$ cat src/rtl/core/psve_pkg.sv
// ----------------------------------------------------------------------------
// psve_pkg
// Shared constants and types of the packed signed varint encoder.
// ----------------------------------------------------------------------------
package psve_pkg;

  // Width of the encoded integer; the input field stays 64 bits wide.
  localparam int VALUE_WIDTH = 64;
  localparam int IN_W        = 64;

  // Data bits in the first byte and in each later byte.
  localparam int FIRST_DATA_W = 6;
  localparam int NEXT_DATA_W  = 7;

  // Bits left after the first byte has been taken off.
  localparam int REM_W = VALUE_WIDTH - FIRST_DATA_W;

  // Entries of the queue between front and back.
  localparam int QDEPTH = 2;
  localparam int QPTR_W = (QDEPTH > 1) ? $clog2(QDEPTH) : 1;
  localparam int QCNT_W = $clog2(QDEPTH + 1);

  // Classified value on its way from front to back.
  typedef struct packed {
    logic                   neg;
    logic [VALUE_WIDTH-1:0] mag;
  } psve_entry_t;

  // Queue status seen by front and back.
  typedef struct packed {
    logic full;
    logic empty;
  } psve_qstat_t;

endpackage

$ cat src/rtl/core/psve_if.sv
// ----------------------------------------------------------------------------
// psve_if
// Valid/ready channels of the encoder: signed value in, encoded byte out.
// ----------------------------------------------------------------------------
interface psve_in_if
  import psve_pkg::*;
  ();
  logic                   valid;
  logic                   ready;
  logic signed [IN_W-1:0] value;

  modport source (output valid, output value, input ready);
  modport sink   (input valid, input value, output ready);
endinterface

interface psve_out_if ();
  logic       valid;
  logic       ready;
  logic [7:0] out_byte;
  logic       last;

  modport source (output valid, output out_byte, output last, input ready);
  modport sink   (input valid, input out_byte, input last, output ready);
endinterface

$ cat src/rtl/core/psve_front.sv
// ----------------------------------------------------------------------------
// psve_front
// Accepts values, folds negatives to their complement and pushes the queue.
// ----------------------------------------------------------------------------
module psve_front
  import psve_pkg::*;
(
  psve_in_if.sink     item,
  input  psve_qstat_t qstat,
  output logic        push,
  output psve_entry_t entry
);

  logic [VALUE_WIDTH-1:0] v;

  // Take the low bits; the top one is the sign.
  assign v          = item.value[VALUE_WIDTH-1:0];
  assign entry.neg  = v[VALUE_WIDTH-1];
  assign entry.mag  = entry.neg ? ~v : v;

  // Transfer whenever the queue has room.
  assign item.ready = !qstat.full;
  assign push       = item.valid && !qstat.full;

endmodule

$ cat src/rtl/core/psve_queue.sv
// ----------------------------------------------------------------------------
// psve_queue
// Small flip-flop FIFO that decouples the front from the back.
// ----------------------------------------------------------------------------
module psve_queue
  import psve_pkg::*;
(
  input  logic        clk,
  input  logic        rst,
  input  logic        push,
  input  psve_entry_t wr_entry,
  input  logic        pop,
  output psve_entry_t rd_entry,
  output psve_qstat_t qstat
);

  psve_entry_t       mem [QDEPTH];
  logic [QPTR_W-1:0] wr_ptr;
  logic [QPTR_W-1:0] rd_ptr;
  logic [QCNT_W-1:0] count;

  assign qstat.full  = (count == QCNT_W'(QDEPTH));
  assign qstat.empty = (count == '0);
  assign rd_entry    = mem[rd_ptr];

  // Store pushed entries.
  always_ff @(posedge clk) begin
    if (push) begin
      mem[wr_ptr] <= wr_entry;
    end
  end

  // Advance pointers and count.
  always_ff @(posedge clk) begin
    if (rst) begin
      wr_ptr <= '0;
      rd_ptr <= '0;
      count  <= '0;
    end else begin
      if (push) begin
        wr_ptr <= (wr_ptr == QPTR_W'(QDEPTH - 1)) ? '0 : wr_ptr + 1'b1;
      end
      if (pop) begin
        rd_ptr <= (rd_ptr == QPTR_W'(QDEPTH - 1)) ? '0 : rd_ptr + 1'b1;
      end
      priority if (push && !pop) begin
        count <= count + 1'b1;
      end else if (pop && !push) begin
        count <= count - 1'b1;
      end
    end
  end

  a_no_overflow: assert property (@(posedge clk) disable iff (rst)
    push |-> (!qstat.full || pop))
    else $error("queue pushed while full");
  a_no_underflow: assert property (@(posedge clk) disable iff (rst)
    pop |-> !qstat.empty)
    else $error("queue popped while empty");
  a_count_range: assert property (@(posedge clk) disable iff (rst)
    count <= QCNT_W'(QDEPTH))
    else $error("queue count beyond depth");

endmodule

$ cat src/rtl/core/psve_back.sv
// ----------------------------------------------------------------------------
// psve_back
// Emits the bytes of one queued value, one per cycle while result is ready, from a shift register.
// ----------------------------------------------------------------------------
module psve_back
  import psve_pkg::*;
(
  input  logic        clk,
  input  logic        rst,
  input  psve_qstat_t qstat,
  input  psve_entry_t entry,
  output logic        pop,
  psve_out_if.source  result
);

  logic             res_valid;
  logic [7:0]       res_byte;
  logic             res_last;
  logic [REM_W-1:0] rem;

  logic             done;
  logic             step;
  logic [REM_W-1:0] first_rem;
  logic             first_more;
  logic             next_more;

  // Output register is free when empty or its last byte leaves now.
  assign done  = !res_valid || (result.ready && res_last);
  assign step  = res_valid && result.ready && !res_last;
  assign pop   = done && !qstat.empty;

  assign first_rem  = entry.mag[VALUE_WIDTH-1:FIRST_DATA_W];
  assign first_more = (first_rem != '0);
  assign next_more  = ((rem >> NEXT_DATA_W) != '0);

  // Hold the valid flag.
  always_ff @(posedge clk) begin
    if (rst) begin
      res_valid <= 1'b0;
    end else if (done) begin
      res_valid <= !qstat.empty;
    end
  end

  // Load the first byte or shift out the next seven bits.
  always_ff @(posedge clk) begin
    if (pop) begin
      res_byte <= {first_more, entry.neg, entry.mag[FIRST_DATA_W-1:0]};
      res_last <= !first_more;
      rem      <= first_rem;
    end else if (step) begin
      res_byte <= {next_more, NEXT_DATA_W'(rem)};
      res_last <= !next_more;
      rem      <= rem >> NEXT_DATA_W;
    end
  end

  assign result.valid    = res_valid;
  assign result.out_byte = res_byte;
  assign result.last     = res_last;

  a_last_empty: assert property (@(posedge clk) disable iff (rst)
    (res_valid && res_last) |-> (rem == '0))
    else $error("last byte with data left");
  a_more_flag: assert property (@(posedge clk) disable iff (rst)
    res_valid |-> (res_byte[7] == !res_last))
    else $error("continuation flag disagrees with last");
  a_drain: assert property (@(posedge clk) disable iff (rst)
    (res_valid && result.ready && res_last && qstat.empty) |=> !res_valid)
    else $error("output stays valid after final transfer");

endmodule

$ cat src/rtl/core/packed_signed_varint_encoder.sv
// ----------------------------------------------------------------------------
// packed_signed_varint_encoder
// Encodes one signed value into 1 to 10 packed varint bytes.
// ----------------------------------------------------------------------------
// Each value accepted on item produces its bytes on result, one transfer per
// byte, with last set on the final one. The first byte carries the sign in
// bit 6 and the low six data bits; later bytes carry seven bits each; bit 7
// marks that another byte follows. A value takes 1 + ceil(b / 7) bytes on
// the result side, where b is the bit length of its magnitude above the low
// six bits: 1 byte for small values, 10 for the widest. The bytes come from
// the back end's shift register, one byte per cycle while result is ready. A
// two-entry queue lets item keep accepting values while result is stalled.
module packed_signed_varint_encoder
  import psve_pkg::*;
(
  input  logic       clk,
  input  logic       rst,
  psve_in_if.sink    item,
  psve_out_if.source result
);

  psve_entry_t push_entry;
  psve_entry_t pop_entry;
  psve_qstat_t qstat;
  logic        push;
  logic        pop;

  // Classify incoming values.
  psve_front u_front (
    .item  (item),
    .qstat (qstat),
    .push  (push),
    .entry (push_entry)
  );

  // Decouple front and back.
  psve_queue u_queue (
    .clk      (clk),
    .rst      (rst),
    .push     (push),
    .wr_entry (push_entry),
    .pop      (pop),
    .rd_entry (pop_entry),
    .qstat    (qstat)
  );

  // Emit the bytes.
  psve_back u_back (
    .clk    (clk),
    .rst    (rst),
    .qstat  (qstat),
    .entry  (pop_entry),
    .pop    (pop),
    .result (result)
  );

endmodule
$ cat src/flat_wrapper.sv
// flat-port wrapper written by rule: the top's interface ports become plain ports
module packed_signed_varint_encoder_flat import psve_pkg::*;
  (clk, rst, item_valid, item_value, item_ready, result_valid, result_out_byte, result_last, result_ready);
  psve_in_if item_i ();
  psve_out_if result_i ();
  input  logic clk;
  input  logic rst;
  input wire logic [$bits(item_i.valid)-1:0] item_valid;
  input wire logic [$bits(item_i.value)-1:0] item_value;
  output wire logic [$bits(item_i.ready)-1:0] item_ready;
  output wire logic [$bits(result_i.valid)-1:0] result_valid;
  output wire logic [$bits(result_i.out_byte)-1:0] result_out_byte;
  output wire logic [$bits(result_i.last)-1:0] result_last;
  input wire logic [$bits(result_i.ready)-1:0] result_ready;
  assign item_i.valid = item_valid;
  assign item_i.value = item_value;
  assign item_ready = item_i.ready;
  assign result_valid = result_i.valid;
  assign result_out_byte = result_i.out_byte;
  assign result_last = result_i.last;
  assign result_i.ready = result_ready;
  packed_signed_varint_encoder u_core (.clk(clk), .rst(rst), .item(item_i), .result(result_i));
endmodule
$ cat config.mk
export PLATFORM = sky130hd
export DESIGN_NAME = packed_signed_varint_encoder_flat
export DESIGN_NICKNAME = d
export VERILOG_FILES = /design/src/rtl/core/psve_pkg.sv /design/src/rtl/core/psve_if.sv /design/src/rtl/core/psve_front.sv /design/src/rtl/core/psve_queue.sv /design/src/rtl/core/psve_back.sv /design/src/rtl/core/packed_signed_varint_encoder.sv /design/src/flat_wrapper.sv
export SDC_FILE = /design/constraint.sdc
export NUM_CORES = 1
export LEC_CHECK = 0
export BUFFER_PORTS_ARGS = -buffer_cell sky130_fd_sc_hd__buf_2
export CAP_MARGIN = 30
export CORE_MARGIN = 5
export CORE_UTILIZATION = 35
export DETAILED_ROUTE_END_ITERATION = 10
export SLEW_MARGIN = 10
export SYNTH_ARGS = -nofsm -noshare
export SYNTH_HDL_FRONTEND = slang
export SYNTH_SLANG_ARGS = --single-unit
$ cat constraint.sdc
create_clock -name clk -period 4.77 [get_ports clk]
set_input_delay 0.477 -clock clk [delete_from_list [all_inputs] [get_ports clk]]
set_output_delay 0.477 -clock clk [all_outputs]
set_load 0.05 [all_outputs]
==> results.md <==
Routing:
- The post-detailed-route DRC marker count is 0.
- The first TritonRoute pass finished after 5 iterations.
- Detailed routing inserted a total of about 4700 vias.
- In the final routed layout, each cell accounts on average for roughly 18 µm.
- Using the TritonRoute via totals, the vias-per-cell ratio works out to around 4.8.
- The count of nets left with antenna violations once routing finished came out at 0.
- For this block, the initial DRC count from the detailed router was just under 300.
- Summed over all layers, the routed wires come to ~17000 µm.

Clock network:
- The H-tree was split into 4 levels.
- For the worst-skew pair, the clock arrives at the later sink with an insertion delay of around 0.43 ns.
- The count of clock tree sinks is 200.
- The buffer levels on the longest clock path is 2.
- The TritonCTS buffer count is 17.
- The post-CTS resize count is 0.
- Buffers inserted to repair hold after CTS numbered 0.
- The library cell used as clock root buffer is sky130_fd_sc_hd__clkbuf_16.
- Clock-pin slew was measured on the worst setup and hold paths at roughly 0.07 ns.
- Once the clock tree was built, the setup fixing pass inserted 0 buffers.
- TritonCTS built the clock tree.

Critical path:
- The kind of start point of the critical path is a flop.
- The worst register-to-register path has a depth of 6.
- Traced cell by cell, the critical path runs through buf_4 -> nor4b_1 -> nand4_1 -> o22ai_1 -> nand3_1 -> and2_1.
- The kind of cell adding the most delay to the critical path is simple AND/OR/NAND/NOR gates.
- The largest stage delay on the critical path is between 0.7 and 0.8 ns.
- The register-to-register setup slack is ~2.2 ns.
- Along the worst path, the maximum fanout reaches 40.
- The critical path data required time is around 5 ns.
- Counting both buffers and inverters, the worst setup path holds a total of 1.
- The arrival time reported for the critical path endpoint is roughly 2.8 ns.
- The cell at the slowest stage of the critical path is sky130_fd_sc_hd__dfxtp_4.
- The classification of the worst setup path is flop to flop.
- The end of the worst register-to-register path is u_core.u_back.result.out_byte[7]$_DFFE_PP_.
- The type of destination of the critical path is a flop.

STA:
- The total setup violations reported at the end of the flow is 0.
- The max-slew violation count is 0.
- The final clock period utilization by the worst path is roughly 54%.
- Adding up every negative setup slack in the final design gives 0 ns.
- The clock period could shrink to approximately 2.6 ns.
- Setup repair after global routing left no endpoint under its margin.
- The worst-case setup margin in the final layout is about 2.2 ns.
- Headroom to the max-slew limit came out at 40.9%.
- The transition time of the tightest slew-check pin is roughly 0.89 ns.
- The maximum clock frequency is between 300 and 400 MHz.
- The final-report hold violation count came to 0.
- The worst clock skew on the final layout is roughly 0.0075 ns.

Placement:
- The number of port buffers is 78.
- The number of cells after detailed placement is ~940.
- Before CTS, the worst setup slack after placement is roughly 2.2 ns.
- The placed wire-length estimate is 11800 µm.
- The final weighted congestion of routability-driven global placement is 0.801.
- The cell area reported after detailed placement is 0.00905 mm².

Outcome:
- The flow ran to the end, and the final reports show no timing, DRC or antenna violations.

Power and ir drop:
- For this design the static power due to leakage is between 3 and 4 nW.
- The peak supply drop is 324 µV.
- The power density relative to cell area is 635 mW/mm².

Layout:
- The count of cells in the finished layout, fillers not included, comes to between 900 and 1000.
- The share of final-layout standard cells stronger than drive strength 1 is 18.0%.
- Compared with the post-synthesis result, the final layout area differs by 16.2%.
- The count of inserted antenna diode cells is 0.
- After routing the design area is about 0.0097 mm².
- The utilization after layout is between 40% and 50%.
- After the last flow step, the layout net total stands at approximately 710.

Synth:
- The library cell with the largest summed area after synthesis is sky130_fd_sc_hd__edfxtp_1.
- The share of flip-flops with an asynchronous set or reset after synthesis is 0%.
- The number of different library cells used by synthesis comes to 29.
- The number of enable flip-flop cells after synthesis is 194.
- After synthesis the netlist holds a flip-flop and latch count of 200.
- Summing every instance area after synthesis gives around 0.0084 mm².
- Synthesis produced ~560 cells.
- The synthesized netlist net count is ~630.
- Among all flip-flop cells after synthesis, the most frequent one is sky130_fd_sc_hd__edfxtp_1.
- For this run, the number of Yosys warnings is 0.
- The mean area per synthesized cell is between 10 and 15 µm².
- Counting instances in the post-synthesis netlist gives the leading cell types as sky130_fd_sc_hd__edfxtp_1 (194), sky130_fd_sc_hd__nor2_1 (75), sky130_fd_sc_hd__xor2_1 (66).
- The synthesized design devotes to its leading area cell type a little over two thirds of total area.
- Sequential elements use 71.2% of the synthesized area.
- In the post-synthesis netlist, the biggest area contributors are sky130_fd_sc_hd__edfxtp_1 (70%), sky130_fd_sc_hd__mux2i_1 (7.7%), sky130_fd_sc_hd__xor2_1 (6.9%).
- sky130_fd_sc_hd__edfxtp_1 is the most common cell in the netlist.

Die:
- In this run the horizontal extent of the chip is roughly 160 µm.
- between 70 and 80 I/O pins were placed.
- After floorplanning, the core was divided into 56 placement rows.
- The die is around 160 µm tall.
- The area of the die is 0.0270 mm².
- The starting density of the core is ~36%.
- The core area is roughly 0.023 mm².

Global route:
- Global routing finished with a remaining overflow of 0.
- The number of global-route vias before repair is between 4000 and 5000.
- The wire length of the first global-routing pass is approximately 27000 µm.
- The aggregate global-route resource usage is around an eighth.
- Entering global routing, the biggest net connects 117 pins.
- The number of antenna violations at the first check in global routing is 0.

Worst hold path:
- Counting instances, the worst hold path has a depth of 2.
- The worst hold path belongs to the class input pin to flop.
- The worst hold path begins at rst.

Flow run:
- Max-cap violations in this run came to 0.
[power breakdown]
part	switching [mW]	internal (mW)
registers	0.362	2.72
logic	1.03	0.533
clock network	0.590	0.920
total	1.98	4.18
[metal layers]
layer,GRT usage (%),share of wire [%]
met1,17.3,46
met2,20.8,48
met3,3.37,4.0
met4,4.16,1.9
met5,0,0
[cell families (layout without fill, tap and decap cells)]
kind of cell,after synthesis,in the layout,synth area share [%]
buffers and inverters,28,117,1.86
xor gates and xnor gates,67,67,7.03
and+or+nand+nor,139,139,8.15
AOI/OAI and AO/OA,63,63,3.94
muxes,64,64,7.67
DFF,200,200,71.2
adders and majority gates,1,1,0.150
[layout by cell type (no fill, tap or decap), types with 4 or more instances in the layout]
| cell | instances |
|---|---|
| sky130_fd_sc_hd__edfxtp_1 | 194 |
| sky130_fd_sc_hd__buf_2 | 77 |
| sky130_fd_sc_hd__nor2_1 | 74 |
| sky130_fd_sc_hd__xor2_1 | 66 |
| sky130_fd_sc_hd__mux2i_1 | 64 |
| sky130_fd_sc_hd__a21oi_1 | 59 |
| sky130_fd_sc_hd__nor4_1 | 35 |
| sky130_fd_sc_hd__clkbuf_16 | 17 |
| sky130_fd_sc_hd__nand4_1 | 10 |
| sky130_fd_sc_hd__buf_4 | 6 |
| sky130_fd_sc_hd__bufinv_16 | 5 |
| sky130_fd_sc_hd__dfxtp_1 | 5 |
| sky130_fd_sc_hd__nand2_1 | 4 |
[how the worst max path moves through the flow]
stage	end	slack (ns)	cells past startpoint
2_1_floorplan	u_core.u_queue.mem[0][0]$_DFFE_PP_	0.55	3
3_3_place_gp	u_core.u_back.result.out_byte[7]$_DFFE_PP_	2.24	6
3_5_place_dp	u_core.u_back.result.out_byte[7]$_DFFE_PP_	2.19	6
4_1_cts	u_core.u_back.result.out_byte[7]$_DFFE_PP_	2.16	6
5_1_grt	u_core.u_back.result.out_byte[7]$_DFFE_PP_	1.99	6
6_report	u_core.u_back.result.out_byte[7]$_DFFE_PP_	2.19	6
[stage by stage]
stage / total power [mW] / hold WS [ns]
after floorplan: 4.23 / 0.466
after global placement: 4.63 / 0.480
after detailed placement: 4.68 / 0.498
after CTS: 6.19 / 0.265
after global routing: 6.49 / 0.265
final: 6.16 / 0.279
[flip-flops by register name, summed over array words and instances (netlist names), named ones only]
signal,cells
u_core.u_queue.mem,128
u_core.u_back.rem,57
u_core.u_back.result.out_byte,8
u_core.u_queue.count,2
u_core.u_back.result.last,1
u_core.u_back.result.valid,1
u_core.u_queue.rd_ptr,1
u_core.u_queue.wr_ptr,1
[area by class of cell]
cell class	instances	area (µm²)
multi-input combinational	334	2260
timing repair buffer	85	470
sequential	200	5950
tap	319	399
clock inverter	10	178
clock buffer	20	437
inverter	2	7.51
fill	2190	13800
Note: power is estimated with default switching activity, not from simulation.
